## src/ppm_pc_pkg.sv

```systemverilog
`default_nettype none
package ppm_pc_pkg;

  localparam int WINDOW_SAMPLES = 16;
  localparam int FILL_W         = $clog2(WINDOW_SAMPLES + 1);
  // Offsets away from every pulse center: ones are penalized, zeros are noise
  localparam logic [WINDOW_SAMPLES-1:0] GAP_MASK = 16'b0000_0100_0001_0000;
  localparam int MIN_HITS       = 4;
  localparam int GAIN_SHIFT     = 8;
  // Magnitude of (noise - average) * numerator fits in this many bits
  localparam int DIV_W          = 23;
  localparam int CNT_W          = $clog2(DIV_W);

  localparam int CFG_IDX_W  = 3;
  localparam int CFG_DATA_W = 16;

  localparam logic [CFG_IDX_W-1:0] REG_BASE_THRESHOLD      = 3'd0;
  localparam logic [CFG_IDX_W-1:0] REG_NOISE_GAIN          = 3'd1;
  localparam logic [CFG_IDX_W-1:0] REG_UNEXPECTED_PENALTY  = 3'd2;
  localparam logic [CFG_IDX_W-1:0] REG_DEAD_TIME           = 3'd3;
  localparam logic [CFG_IDX_W-1:0] REG_AVERAGE_NUMERATOR   = 3'd4;
  localparam logic [CFG_IDX_W-1:0] REG_AVERAGE_DENOMINATOR = 3'd5;

  localparam logic signed [5:0] BASE_THRESHOLD_RST     = 6'sd8;
  localparam logic [7:0]        NOISE_GAIN_RST         = 8'd64;
  localparam logic [3:0]        UNEXPECTED_PENALTY_RST = 4'd2;
  localparam logic [15:0]       DEAD_TIME_RST          = 16'd240;
  localparam logic [7:0]        AVERAGE_NUMERATOR_RST  = 8'd1;
  localparam logic [7:0]        AVERAGE_DENOM_RST      = 8'd8;

  typedef enum logic [6:0] {
    ST_IDLE   = 7'b0000001,
    ST_SCORE  = 7'b0000010,
    ST_THRESH = 7'b0000100,
    ST_PREP   = 7'b0001000,
    ST_DIV    = 7'b0010000,
    ST_UPDATE = 7'b0100000,
    ST_DONE   = 7'b1000000
  } state_t;

endpackage
`default_nettype wire

```

## src/ppm_preamble_correlator.sv

```systemverilog
`default_nettype none
// An accepted sample runs through ST_SCORE, then ST_DONE for a window that is not
// scored; a scored window goes on to ST_THRESH, and a miss then through ST_PREP,
// the 23-step restoring divider of the noise average update (ST_DIV) and ST_UPDATE.
// No new sample is taken until the result is loaded into the output register.
// Reset (rst_n low at a clock edge) clears the window, counters, noise
// average, pending result and loads the configuration defaults.
module ppm_preamble_correlator (
  input  wire logic        clk,
  input  wire logic        rst_n,
  // Sample input channel
  input  wire logic        in_tvalid,
  output logic             in_tready,
  input  wire logic [7:0]  in_tdata,   // [0] sample_bit, [7:1] zero
  // Result channel
  output logic             out_tvalid,
  input  wire logic        out_tready,
  output logic [39:0]      out_tdata,  // [0] detected, [32:1] start_position,
                                       // [38:33] match_score, [39] zero
  // Configuration write port
  input  wire logic                              cfg_we,
  input  wire logic [ppm_pc_pkg::CFG_IDX_W-1:0]  cfg_index,
  input  wire logic [ppm_pc_pkg::CFG_DATA_W-1:0] cfg_wdata
);

  localparam int WS = ppm_pc_pkg::WINDOW_SAMPLES;
  localparam int DW = ppm_pc_pkg::DIV_W;

  // Configuration registers
  logic signed [5:0] base_level_r;
  logic [7:0]        gain_r;
  logic [3:0]        penalty_r;
  logic [15:0]       dead_r;
  logic [7:0]        num_r;
  logic [7:0]        den_r;

  // Channel state
  ppm_pc_pkg::state_t state_r, state_nxt;
  logic [WS-1:0]                  win_r;
  logic [ppm_pc_pkg::FILL_W-1:0]  fill_r;
  logic [31:0]                    idx_r;
  logic [31:0]                    start_r;
  logic [31:0]                    last_det_r;
  logic signed [15:0]             avg_r;

  // Evaluation working registers
  logic signed [5:0]  score_r;
  logic               hits_ok_r;
  logic [1:0]         noise_r;
  logic signed [25:0] prod_r;
  logic [DW-1:0]      quo_r;
  logic [7:0]         rem_r;
  logic               neg_r;
  logic [ppm_pc_pkg::CNT_W-1:0] cnt_r;

  // Result staging and output register
  logic               res_det_r;
  logic [31:0]        res_pos_r;
  logic signed [5:0]  res_score_r;
  logic               out_valid_r;
  logic [39:0]        out_data_r;

  logic in_xfer, out_xfer, out_load;
  assign in_xfer  = in_tvalid && in_tready;
  assign out_xfer = out_valid_r && out_tready;
  assign out_load = (state_r == ppm_pc_pkg::ST_DONE) && (!out_valid_r || out_tready);

  assign in_tready  = (state_r == ppm_pc_pkg::ST_IDLE);
  assign out_tvalid = out_valid_r;
  assign out_tdata  = out_data_r;

  // Window scoring: hits outside the gap offsets, ones and zeros in the gaps
  logic [3:0]        hits;
  logic [1:0]        gap_ones;
  logic [4:0]        pen_total;
  logic signed [5:0] score_c;
  logic              skip;

  always_comb begin
    hits = '0;
    for (int k = 0; k < WS; k++) begin
      if (!ppm_pc_pkg::GAP_MASK[k]) begin
        hits = hits + 4'(win_r[k]);
      end
    end
  end

  assign gap_ones = 2'(win_r[4]) + 2'(win_r[10]);

  always_comb begin
    unique case (gap_ones)
      2'd0:    pen_total = 5'd0;
      2'd1:    pen_total = {1'b0, penalty_r};
      default: pen_total = {penalty_r, 1'b0};
    endcase
  end

  assign score_c = $signed({2'b00, hits}) - $signed({1'b0, pen_total});
  assign skip    = (fill_r < ppm_pc_pkg::FILL_W'(WS))
                   || ((start_r - last_det_r) < {16'd0, dead_r});

  // Shared multiplier: gain * average while scoring, then
  // (noise - average) * numerator for the average update
  logic [7:0]         mul_a;
  logic signed [17:0] mul_b;
  logic signed [26:0] mul_p;
  logic signed [17:0] diff;

  assign diff = $signed({16'd0, noise_r}) - $signed({{2{avg_r[15]}}, avg_r});

  always_comb begin
    if (state_r == ppm_pc_pkg::ST_SCORE) begin
      mul_a = gain_r;
      mul_b = $signed({{2{avg_r[15]}}, avg_r});
    end else begin
      mul_a = num_r;
      mul_b = diff;
    end
  end

  assign mul_p = $signed({1'b0, mul_a}) * mul_b;

  // Threshold: base + product / 256, rounded toward zero
  logic signed [25:0] prod_adj;
  logic signed [18:0] thr;
  logic               det_hit;

  assign prod_adj = prod_r + (prod_r[25] ? 26'sd255 : 26'sd0);
  assign thr      = $signed({{13{base_level_r[5]}}, base_level_r})
                    + $signed({prod_adj[25], prod_adj[25:8]});
  assign det_hit  = ($signed({{13{score_r[5]}}, score_r}) >= thr) && hits_ok_r;

  // Restoring division step, zero denominator read as one
  logic [7:0] den_eff;
  logic [8:0] rem_sh;
  logic       div_ge;

  assign den_eff = (den_r == 8'd0) ? 8'd1 : den_r;
  assign rem_sh  = {rem_r, quo_r[DW-1]};
  assign div_ge  = rem_sh >= {1'b0, den_eff};

  // Average update with saturation to 16 bits
  logic signed [24:0] quot_s;
  logic signed [24:0] avg_sum;
  logic signed [15:0] avg_sat;

  assign quot_s  = neg_r ? -$signed({2'b00, quo_r}) : $signed({2'b00, quo_r});
  assign avg_sum = $signed({{9{avg_r[15]}}, avg_r}) + quot_s;

  always_comb begin
    priority if (avg_sum > 25'sd32767) begin
      avg_sat = 16'sh7FFF;
    end else if (avg_sum < -25'sd32768) begin
      avg_sat = 16'sh8000;
    end else begin
      avg_sat = avg_sum[15:0];
    end
  end

  // Sequencer
  always_comb begin
    state_nxt = state_r;
    unique case (state_r)
      ppm_pc_pkg::ST_IDLE:   if (in_xfer) state_nxt = ppm_pc_pkg::ST_SCORE;
      ppm_pc_pkg::ST_SCORE:  state_nxt = skip ? ppm_pc_pkg::ST_DONE : ppm_pc_pkg::ST_THRESH;
      ppm_pc_pkg::ST_THRESH: state_nxt = det_hit ? ppm_pc_pkg::ST_DONE : ppm_pc_pkg::ST_PREP;
      ppm_pc_pkg::ST_PREP:   state_nxt = ppm_pc_pkg::ST_DIV;
      ppm_pc_pkg::ST_DIV: begin
        if (cnt_r == ppm_pc_pkg::CNT_W'(DW - 1)) state_nxt = ppm_pc_pkg::ST_UPDATE;
      end
      ppm_pc_pkg::ST_UPDATE: state_nxt = ppm_pc_pkg::ST_DONE;
      ppm_pc_pkg::ST_DONE:   if (out_load) state_nxt = ppm_pc_pkg::ST_IDLE;
      default:               state_nxt = ppm_pc_pkg::ST_IDLE;
    endcase
  end

  // Control state
  always_ff @(posedge clk) begin
    if (!rst_n) begin
      state_r      <= ppm_pc_pkg::ST_IDLE;
      win_r        <= '0;
      fill_r       <= '0;
      idx_r        <= '0;
      last_det_r   <= '0;
      avg_r        <= '0;
      out_valid_r  <= 1'b0;
      base_level_r <= ppm_pc_pkg::BASE_THRESHOLD_RST;
      gain_r       <= ppm_pc_pkg::NOISE_GAIN_RST;
      penalty_r    <= ppm_pc_pkg::UNEXPECTED_PENALTY_RST;
      dead_r       <= ppm_pc_pkg::DEAD_TIME_RST;
      num_r        <= ppm_pc_pkg::AVERAGE_NUMERATOR_RST;
      den_r        <= ppm_pc_pkg::AVERAGE_DENOM_RST;
    end else begin
      state_r <= state_nxt;

      // Configuration writes; unknown indexes are dropped
      if (cfg_we) begin
        unique case (cfg_index)
          ppm_pc_pkg::REG_BASE_THRESHOLD:      base_level_r <= $signed(cfg_wdata[5:0]);
          ppm_pc_pkg::REG_NOISE_GAIN:          gain_r       <= cfg_wdata[7:0];
          ppm_pc_pkg::REG_UNEXPECTED_PENALTY:  penalty_r    <= cfg_wdata[3:0];
          ppm_pc_pkg::REG_DEAD_TIME:           dead_r       <= cfg_wdata;
          ppm_pc_pkg::REG_AVERAGE_NUMERATOR:   num_r        <= cfg_wdata[7:0];
          ppm_pc_pkg::REG_AVERAGE_DENOMINATOR: den_r        <= cfg_wdata[7:0];
          default: ;
        endcase
      end

      // Shift the new sample in at the newest end, advance the index
      if (in_xfer) begin
        win_r <= {in_tdata[0], win_r[WS-1:1]};
        idx_r <= idx_r + 32'd1;
        if (fill_r < ppm_pc_pkg::FILL_W'(WS)) fill_r <= fill_r + ppm_pc_pkg::FILL_W'(1);
      end

      // Detection opens the dead time
      if (state_r == ppm_pc_pkg::ST_THRESH && det_hit) last_det_r <= start_r;

      if (state_r == ppm_pc_pkg::ST_UPDATE) avg_r <= avg_sat;

      // Hold the result until the transfer, reload when the sequencer finishes
      if (out_load) begin
        out_valid_r <= 1'b1;
      end else if (out_xfer) begin
        out_valid_r <= 1'b0;
      end
    end
  end

  // Datapath registers
  always_ff @(posedge clk) begin
    if (in_xfer) start_r <= idx_r - 32'(WS - 1);

    unique case (state_r)
      ppm_pc_pkg::ST_SCORE: begin
        score_r   <= score_c;
        hits_ok_r <= hits >= 4'(ppm_pc_pkg::MIN_HITS);
        noise_r   <= 2'd2 - gap_ones;
        prod_r    <= mul_p[25:0];
        res_det_r   <= 1'b0;
        res_pos_r   <= skip ? 32'd0 : start_r;
        res_score_r <= skip ? 6'sd0 : score_c;
      end
      ppm_pc_pkg::ST_THRESH: begin
        res_det_r <= det_hit;
        prod_r    <= mul_p[25:0];
      end
      ppm_pc_pkg::ST_PREP: begin
        neg_r <= prod_r[25];
        quo_r <= prod_r[25] ? DW'(-prod_r) : DW'(prod_r);
        rem_r <= '0;
        cnt_r <= '0;
      end
      ppm_pc_pkg::ST_DIV: begin
        quo_r <= {quo_r[DW-2:0], div_ge};
        rem_r <= div_ge ? 8'(rem_sh - {1'b0, den_eff}) : rem_sh[7:0];
        cnt_r <= cnt_r + ppm_pc_pkg::CNT_W'(1);
      end
      default: ;
    endcase

    if (out_load) begin
      out_data_r <= {1'b0, res_score_r, res_pos_r, res_det_r};
    end
  end

  // Checks
  a_accept_starts_scoring: assert property (@(posedge clk) disable iff (!rst_n)
    in_xfer |=> state_r == ppm_pc_pkg::ST_SCORE)
    else $error("accepted sample did not start scoring");

  a_div_count_bound: assert property (@(posedge clk) disable iff (!rst_n)
    state_r == ppm_pc_pkg::ST_DIV |-> cnt_r < ppm_pc_pkg::CNT_W'(DW))
    else $error("divider ran past its last step");

  a_last_det_only_on_hit: assert property (@(posedge clk) disable iff (!rst_n)
    !(state_r == ppm_pc_pkg::ST_THRESH && det_hit) |=> $stable(last_det_r))
    else $error("last detection moved without a detection");

  a_avg_only_in_update: assert property (@(posedge clk) disable iff (!rst_n)
    state_r != ppm_pc_pkg::ST_UPDATE |=> $stable(avg_r))
    else $error("noise average moved outside its update step");

endmodule
`default_nettype wire

```

## config.mk

```make
export PLATFORM = sky130hd
export DESIGN_NAME = ppm_preamble_correlator
export DESIGN_NICKNAME = d
export VERILOG_FILES = /design/src/ppm_pc_pkg.sv /design/src/ppm_preamble_correlator.sv
export SDC_FILE = /design/constraint.sdc
export NUM_CORES = 1
export LEC_CHECK = 0
export BUFFER_PORTS_ARGS = -buffer_cell sky130_fd_sc_hd__buf_2
export CAP_MARGIN = 20
export CORE_UTILIZATION = 40
export DETAILED_ROUTE_END_ITERATION = 6
export GPL_TIMING_DRIVEN = 0
export SYNTH_ARGS = -nofsm -noshare
export SYNTH_HDL_FRONTEND = slang
export SYNTH_SLANG_ARGS = --single-unit
```

## constraint.sdc

```tcl
create_clock -name clk -period 8.9 [get_ports clk]
set_input_delay 0.89 -clock clk [delete_from_list [all_inputs] [get_ports clk]]
set_output_delay 0.89 -clock clk [all_outputs]
set_load 0.1 [all_outputs]
```

==> flow_metrics.tcl, run 1 <==
set metrics [dict create \
    status "finished, final reports clean" \
    synth_seq_cells 341 \
    hpwlAfterDp_um 50700 \
    max_freq_mhz 127 \
    cts_buffers 39 \
    setup_slack_ns 1.06 \
    hold_buffers 0 \
    power_frac_comb 0.109 \
    rsz0062_at_grt "no" \
    syn_avg_cell_area_um2 9.16 \
    final_util 0.450 \
    clock-root-buffer "clkbuf_16" \
    port_buffers 65 \
    start_util 0.407 \
    synth_cells 2755 \
    period_minus_slack_ns 7.84 \
    async_flop_share 0 \
    grt_pass1_vias 19500 \
    required_ns 9.37 \
    antenna_found_initial 1 \
    yosysSeqAreaShare 0.343 \
    skew_ns 0.0183 \
    num_io_pins 74 \
    crit_type "flip-flop to flip-flop" \
    path_clk_slew_ns 0.07 \
    maxCapViolations 0 \
    grt_usage 0.201 \
    ys_types 89 \
    drt-initial-drc-count 1272 \
    cts_setup_buffers 0 \
    met2_length_um 30600 \
    synthTopCellsByArea "edfxtp_1 22%, dfxtp_1 13%, fa_1 9.8%" \
    slowest_stage "edfxtp_1" \
    place_area_um2 26800 \
    die_x_um 253 \
    routabilityCongestion 0.895 \
    wl_um 64200 \
    swShare 0.260 \
    routed.top_layer "met5" \
    peakVddDrop_mv 0.149 \
    synth_most_common_cell "nand2_1" \
    yosysTopAreaCell "edfxtp_1" \
    post-route-period-util 0.881 \
    drive_gt1_frac 0.0779 \
    synth_fp_nets 3102 \
    synth-edff-count 182 \
    wl_per_cell_um 17.2 \
    hold_path.class "flip-flop to flip-flop" \
    p_seq_frac 0.477 \
    nets 3220 \
    setup-violations-final 0 \
    dr_wl_met3_um 3120 \
    p_clk_frac 0.414 \
    cts_resized 0 \
    clock_tree.buffer_depth 3 \
    power.density_nw_per_um2 130 \
    rows 91 \
    grt_max_degree 38 \
    cts_tree "built" \
    post-route-drc-count 0 \
    chipHeight_um 253 \
    cts_sinks 341 \
    ys_warn_count 0 \
    die_area_um2 64100 \
    dr.pass1.iters 5 \
    pre_cts_slack_ns 1.20 \
    grt_pass1_wl_um 102000 \
    end_kind "flip-flop" \
    vias 19600 \
    slowest_delay_ns 0.71 \
    p_leak_nw 11.2 \
    max-slew-margin-rel 0.355 \
    final_hold_viol_count 0 \
    start_kind "flip-flop" \
    synthDominantCellAreaShare 0.217 \
    power_switching_uw 943 \
    worst_pin_slew_ns 0.944 \
    grt-ovfl-total 0 \
    crit_fanout 14 \
    synthFlopType "edfxtp_1" \
    synth_top_cells_by_count "350 x nand2_1, 274 x inv_1, 227 x nor2_1" \
    viasPerCell 5.26 \
    netlist_area_um2 25200 \
    arrival_ns 8.31 \
    p_int_mw 2.68 \
    htreeDepth 2 \
    detail-route-antenna-nets 0 \
    clkLatencyLatePin_ns 0.56 \
    antenna-diode-count 0 \
    wl_met1_um 28900 \
    synthToLayoutAreaGrowth_pct 10.7 \
    final_area_um2 27900 \
    slew_viol_final 0 \
    core_area_um2 62100 \
]
worst paths after layout:
path	start	to	slack, ns	cells after the start
setup / recovery	prod_r[25]	last_det_r[9]	1.06	35
hold / removal	res_pos_r[11]	out_tdata[12]	0.42	0
setup reg to reg	prod_r[25]	last_det_r[9]	1.06	35
hold reg to reg	res_pos_r[11]	out_tdata[12]	0.42	0
critical path: cells and delay by family, from the launching register on:
kind / cells / cell delay [ns]
compound gates: 22 / 4.05
fa+ha+maj: 4 / 1.30
flops: 1 / 0.71
simple gates: 3 / 0.30
buf+inv: 3 / 0.90
xor+xnor: 3 / 0.47
cells in the final DEF (no fill, tap or decap), drive strengths merged, types with 9 or more instances in the layout:
cell / Yosys / layout
or4: 12 / 12
a31oi: 11 / 11
mux2i: 22 / 22
o22ai: 15 / 15
clkinv: 0 / 16
or3: 25 / 25
xnor2: 127 / 127
inv: 276 / 279
nor3: 41 / 41
a21boi: 100 / 100
nor2: 227 / 227
xor2: 96 / 96
o31ai: 16 / 16
o21a: 12 / 12
a21oi: 128 / 128
nor4: 14 / 14
or2: 25 / 25
buf: 10 / 86
nand4: 20 / 20
ha: 192 / 192
nand2b: 37 / 37
a21o: 58 / 58
and3: 18 / 18
nand2: 351 / 351
o21ai: 91 / 91
edfxtp: 182 / 182
clkbuf: 79 / 129
o211ai: 17 / 17
nand3: 53 / 53
a211oi: 9 / 9
fa: 123 / 123
nor2b: 29 / 29
dfxtp: 159 / 159
and2: 81 / 81
o41ai: 9 / 9
power groups by stage:
stage,combinational (mW),clock (mW),sequential (mW)
after floorplan,0.263,0,1.76
after global placement,0.374,0,1.76
after detailed placement,0.393,0,1.76
after CTS,0.396,1.54,1.73
after global routing,0.438,1.60,1.73
final,0.395,1.50,1.73
cell type report:
class / instances / area, µm²
Fill cell: 5923 / 34100
Multi-Input combinational cell: 2047 / 15200
Sequential cell: 341 / 8650
Clock buffer: 50 / 1060
Tap cell: 837 / 1050
Inverter: 276 / 1040
Timing Repair Buffer: 77 / 470
Buffer: 91 / 410
Clock inverter: 19 / 100
per-layer routing:
| layer | GRT usage | vias to the layer above |
|---|---|---|
| met2 | 0.343 | 438 |
| met3 | 0.0266 | 100 |
| met5 | 0 | - |
| met1 | 0.265 | 9517 |
| li1 | - | 9590 |
| met4 | 0.0596 | 2 |
through the flow:
stage / instances / hold WS [ns] / setup TNS [ns] / total power [mW]
after floorplan: 2755 / 0.400 / 0 / 2.02
after global placement: 3657 / 0.403 / -6.49 / 2.14
after detailed placement: 3669 / 0.406 / 0 / 2.15
after CTS: 3738 / 0.419 / 0 / 3.66
after global routing: 3738 / 0.420 / 0 / 3.77
final: 3738 / 0.416 / 0 / 3.62
logic make-up after synthesis:
logic type,Yosys count,share of synthesized area
other,1,0.000149
XOR/XNOR,223,0.0774
AND/OR/NAND/NOR,961,0.182
adder cells (fa/ha/maj),315,0.193
multiplexers,23,0.00917
flip-flops,341,0.343
buffers and inverters,367,0.0572
AO/OA/AOI/OAI,524,0.139
state kept, by name, summed over array words and instances, names as in the netlist, 7 cells and up:
register,flops
avg_r,16
dead_r,16
den_r,8
gain_r,8
idx_r,32
last_det_r,32
num_r,8
out_tdata,39
prod_r,26
quo_r,23
rem_r,8
res_pos_r,32
start_r,32
state_r,7
win_r,16
No activity file was read; power rests on OpenSTA's default activity.
==> inputs of run 2 (changes only) <==
Settings changed: CTS_BUF_LIST set to sky130_fd_sc_hd__clkbuf_8.
==> run 2 against run 1 <==
  * Die area unchanged
  * Cell count rose by 1.2%
  * Cell area increased by 0.40%
  * Total power rose by 0.91%
  * Clock skew is 0.012 ns higher
  * Hold slack improved by 0.0021 ns
  * Via count is 0.84% higher
  * Global-route usage hardly changed
  * Critical path depth unchanged
  * Largest cell class unchanged
==> flow_metrics.tcl, run 2 (synthesis results as in run 1) <==
set metrics [dict create \
    p_int_mw 2.69 \
    core_area_um2 62100 \
    final_cell_mix "349 x nand2_1, 290 x inv_1, 227 x nor2_1" \
    max-slew-margin-rel 0.346 \
    cts_sinks 341 \
    chipHeight_um 253 \
    setup-violations-final 0 \
    reg2reg_depth 35 \
    clock_tree.buffer_depth 3 \
    crit_fanout 14 \
    power_switching_uw 961 \
    hold_buffers 0 \
    seq_area_um2 8650 \
    wl_um 64300 \
    wl_per_cell_um 17.0 \
    slowest_stage "edfxtp_1" \
    synthToLayoutAreaGrowth_pct 11.1 \
    post-route-period-util 0.894 \
    multi_input_area_um2 15200 \
    slew_viol_final 0 \
    path_buf_inv 3 \
    power_frac_comb 0.108 \
    worst_pin_slew_ns 0.956 \
    clock-root-buffer "clkbuf_8" \
    slowest_delay_ns 0.72 \
    grt-ovfl-total 0 \
    power.density_nw_per_um2 130 \
    viasPerCell 5.24 \
    htreeDepth 2 \
    antenna_found_initial 2 \
    min_path_cells 0 \
    p_leak_nw 11.3 \
    drive_gt1_frac 0.0873 \
    max_freq_mhz 126 \
    dr.pass1.iters 5 \
    cts_resized 0 \
    rows 91 \
    clkLatencyLatePin_ns 0.68 \
    peakVddDrop_mv 0.0919 \
    largest_reg_flops 39 \
    arrival_ns 8.53 \
    end_kind "flip-flop" \
    finalPower_mw 3.65 \
    grt_pass1_vias 19800 \
    final_hold_viol_count 0 \
    required_ns 9.47 \
    hold_path.class "flip-flop to flip-flop" \
    detail-route-antenna-nets 0 \
    p_clk_frac 0.419 \
    p_seq_frac 0.473 \
    start_kind "flip-flop" \
    routabilityCongestion 0.895 \
    cp_top_family "compound AO/OA/AOI/OAI gates" \
    num_io_pins 74 \
    crit_type "flip-flop to flip-flop" \
    swShare 0.263 \
    grt_max_degree 38 \
    hpwlAfterDp_um 50700 \
    nets 3240 \
    cp_num_cells 35 \
    vias 19800 \
    skew_ns 0.0304 \
    port_buffers 65 \
    n_fill_cell 5913 \
    start_util 0.407 \
    status "finished, final reports clean" \
    post-route-drc-count 0 \
    cts_tree "built" \
    period_minus_slack_ns 7.96 \
    path_clk_slew_ns 0.08 \
    rsz0062_at_grt "no" \
    hold_slack_ns 0.418 \
    die_area_um2 64100 \
    drt-initial-drc-count 1248 \
    layout_commonest_cell "nand2_1" \
    cts_setup_buffers 0 \
    die_x_um 253 \
    cts_buffers 59 \
    grt_usage 0.202 \
    maxCapViolations 0 \
    grt_pass1_wl_um 102000 \
]
[run 2: cell count changes in the layout (fill, tap and decap cells not counted), moves of 4 or more]
cell        before  now
bufinv_16        0    6
clkbuf_1        82   74
inv_1          274  290
clkbuf_16       40    0
clkinvlp_4       0    4
clkinv_1         6   10
clkbuf_8         2   66
[run 2: area by class of cell]
class | count | share of cell area
Tap cell | 837 | 0.0374
Multi-Input combinational cell | 2047 | 0.540
Sequential cell | 341 | 0.308
Antenna cell | 2 | 0.000179
Clock buffer | 66 | 0.0324
Buffer | 91 | 0.0146
Clock inverter | 46 | 0.0128
Timing Repair Buffer | 77 | 0.0168
Inverter | 276 | 0.0370
[run 2: final timing paths]
path | from | end | slack [ns]
min | res_pos_r[9] | out_tdata[10] | 0.42
max reg2reg | prod_r[25] | last_det_r[9] | 0.94
max | prod_r[25] | last_det_r[9] | 0.94
min reg2reg | res_pos_r[9] | out_tdata[10] | 0.42
[run 2: per-stage QoR]
stage | utilization | setup slack, ns | TNS, ns | cell area [µm²] | std cells
after floorplan | - | 1.32 | 0 | 25200 | 2755
after global placement | 0.429 | -0.732 | -6.49 | 26600 | 3657
after detailed placement | 0.431 | 1.20 | 0 | 26800 | 3669
after CTS | 0.452 | 1.08 | 0 | 28000 | 3781
after global routing | 0.452 | 0.429 | 0 | 28000 | 3783
final | 0.452 | 0.942 | 0 | 28000 | 3783
[run 2: power by group through the flow]
stage                     Sequential [mW]  Clock [mW]  Combinational [mW]
final                                1.73        1.53               0.394
after global routing                 1.73        1.63               0.438
after CTS                            1.73        1.57               0.396
after detailed placement             1.76           0               0.393
after global placement               1.76           0               0.374
after floorplan                      1.76           0               0.263
[run 2: per-layer routing]
layer / global-route usage / wire, µm / vias up
met5: 0 / 13 / -
met1: 0.262 / 28700 / 9584
met4: 0.0644 / 1650 / 2
li1: - / - / 9652
met3: 0.0293 / 3220 / 123
met2: 0.343 / 30700 / 452
[run 2: worst register-to-register path: cells and delay by family (launching register included)]
family / cells / cell delay [ns]
AO/OA/AOI/OAI: 22 / 4.11
XOR/XNOR: 3 / 0.48
adder cells (fa/ha/maj): 4 / 1.31
buffers and inverters: 3 / 0.93
flip-flops: 1 / 0.72
AND/OR/NAND/NOR: 3 / 0.31
==> inputs of run 3 (changes only) <==
Settings changed: CORE_ASPECT_RATIO set to 1.25, CORE_MARGIN set to 8.
==> run 3 against run 2 <==
  * Non-clock buffer count fell by 2
  * Largest power group unchanged
  * Die area grew 11%
  * Wire length increased by 0.15%
  * Cell area shrank 0.22%
  * Flip-flop and latch count unchanged
  * Register-to-register slack better by 0.08 ns
  * Critical endpoint is now last_det_r[5]
  * Clock power shrank 5%
  * Global-route usage down 2.3 points
==> flow_metrics.tcl, run 3 (synthesis results as in run 1) <==
set metrics [dict create \
    grt_use_met2 0.330 \
    cts_resized 0 \
    grt_max_degree 38 \
    required_ns 9.49 \
    n_fill_cell 6127 \
    numPlacedInstances 3669 \
    clock-root-buffer "clkbuf_8" \
    grt.busiest_layer "met2" \
    core_area_um2 62800 \
    start_util 0.402 \
    layout_commonest_cell "nand2_1" \
    dr.pass1.iters 5 \
    post-route-drc-count 0 \
    period_minus_slack_ns 7.88 \
    die_area_um2 71400 \
    cts_sinks 341 \
    slew_viol_final 0 \
    cts_setup_buffers 0 \
    max_freq_mhz 127 \
    end_kind "flip-flop" \
    num_io_pins 74 \
    grt_use_met1 0.203 \
    slowest_delay_ns 0.65 \
    hpwlAfterDp_um 51500 \
    hold_path.class "flip-flop to flip-flop" \
    htreeDepth 2 \
    grt_pass1_wl_um 103000 \
    slowest_stage "edfxtp_1" \
    clock_tree.buffer_depth 3 \
    place_area_um2 26700 \
    fin_cells 3782 \
    final_area_um2 28000 \
    synthToLayoutAreaGrowth_pct 10.9 \
    setup-violations-final 0 \
    nets 3238 \
    chipHeight_um 297 \
    wl_per_cell_um 17.0 \
    port_buffers 65 \
    final_hold_viol_count 0 \
    p_leak_nw 11.3 \
    cts_tree "built" \
    p_int_mw 2.62 \
    grt_pass1_vias 20200 \
    largest_reg_flops 39 \
    p_seq_frac 0.483 \
    worst_pin_slew_ns 1.15 \
    cts_buffers 59 \
    peakVddDrop_mv 0.121 \
    die_x_um 241 \
    start_kind "flip-flop" \
    skew_ns 0.0580 \
    maxCapViolations 0 \
    antenna_found_initial 1 \
    vias 19700 \
    rsz0062_at_grt "no" \
    grt_usage 0.179 \
    hold_buffers 0 \
    arrival_ns 8.46 \
    rows 103 \
    status "finished, final reports clean" \
    routabilityCongestion 0.894 \
    power_frac_comb 0.108 \
    power_switching_uw 949 \
    grt-ovfl-total 0 \
    drive_gt1_frac 0.0874 \
    crit_fanout 14 \
    max-slew-margin-rel 0.214 \
    path_clk_slew_ns 0.07 \
    detail-route-antenna-nets 0 \
    groute.layer.met3.usage 0.0205 \
    post-route-period-util 0.885 \
    p_clk_frac 0.409 \
    power.density_nw_per_um2 128 \
    final_cell_mix "349 x nand2_1, 295 x inv_1, 227 x nor2_1" \
    crit_type "flip-flop to flip-flop" \
    clkLatencyLatePin_ns 0.67 \
    wl_um 64400 \
    swShare 0.266 \
    drt-initial-drc-count 890 \
    viasPerCell 5.20 \
    hold_slack_ns 0.409 \
]
## run 3: area by class of cell
class | count | area, µm² | share of cell area
Antenna cell | 1 | 2.50 | 0.0000895
Buffer | 91 | 410 | 0.0147
Tap cell | 840 | 1050 | 0.0376
Timing Repair Buffer | 75 | 454 | 0.0162
Sequential cell | 341 | 8650 | 0.309
Clock inverter | 43 | 280 | 0.0100
Clock buffer | 68 | 936 | 0.0335
Multi-Input combinational cell | 2047 | 15200 | 0.542
Inverter | 276 | 1040 | 0.0370
## run 3: through the flow
step                TNS (ns)  utilization  power [mW]  setup slack, ns
floorplan                  0            -        2.02             1.32
global placement       -8.15        0.424        2.13           -0.845
detailed placement         0        0.426        2.15             1.04
CTS                        0        0.446        3.62             1.05
global route               0        0.446        3.73            0.334
finish                     0        0.446        3.57             1.02
## run 3: worst paths after layout
kind | startpoint | to | slack [ns] | depth (start not counted)
max | prod_r[25] | last_det_r[5] | 1.02 | 35
min | res_pos_r[5] | out_tdata[6] | 0.41 | 0
max reg2reg | prod_r[25] | last_det_r[5] | 1.02 | 35
min reg2reg | res_pos_r[5] | out_tdata[6] | 0.41 | 0
## run 3: routing by layer
metal | share of wire | routed length, µm
met1 | 0.41 | 26200
met2 | 0.52 | 33600
met3 | 0.032 | 2090
met4 | 0.039 | 2510
met5 | 0 | 0
## run 3: critical path, delay by kind of cell (launching register included)
kind / cells / cell delay, ns
buffers and inverters: 3 / 0.92
AND/OR/NAND/NOR: 3 / 0.31
flip-flops: 1 / 0.65
XOR/XNOR: 3 / 0.51
AO/OA/AOI/OAI: 22 / 4.17
adder cells (fa/ha/maj): 4 / 1.28
## run 3: power by group through the flow
stage	combinational, mW	clock, mW	sequential, mW
after floorplan	0.263	0	1.76
after global placement	0.369	0	1.76
after detailed placement	0.388	0	1.76
after CTS	0.390	1.51	1.73
after global routing	0.431	1.57	1.73
final	0.386	1.46	1.73
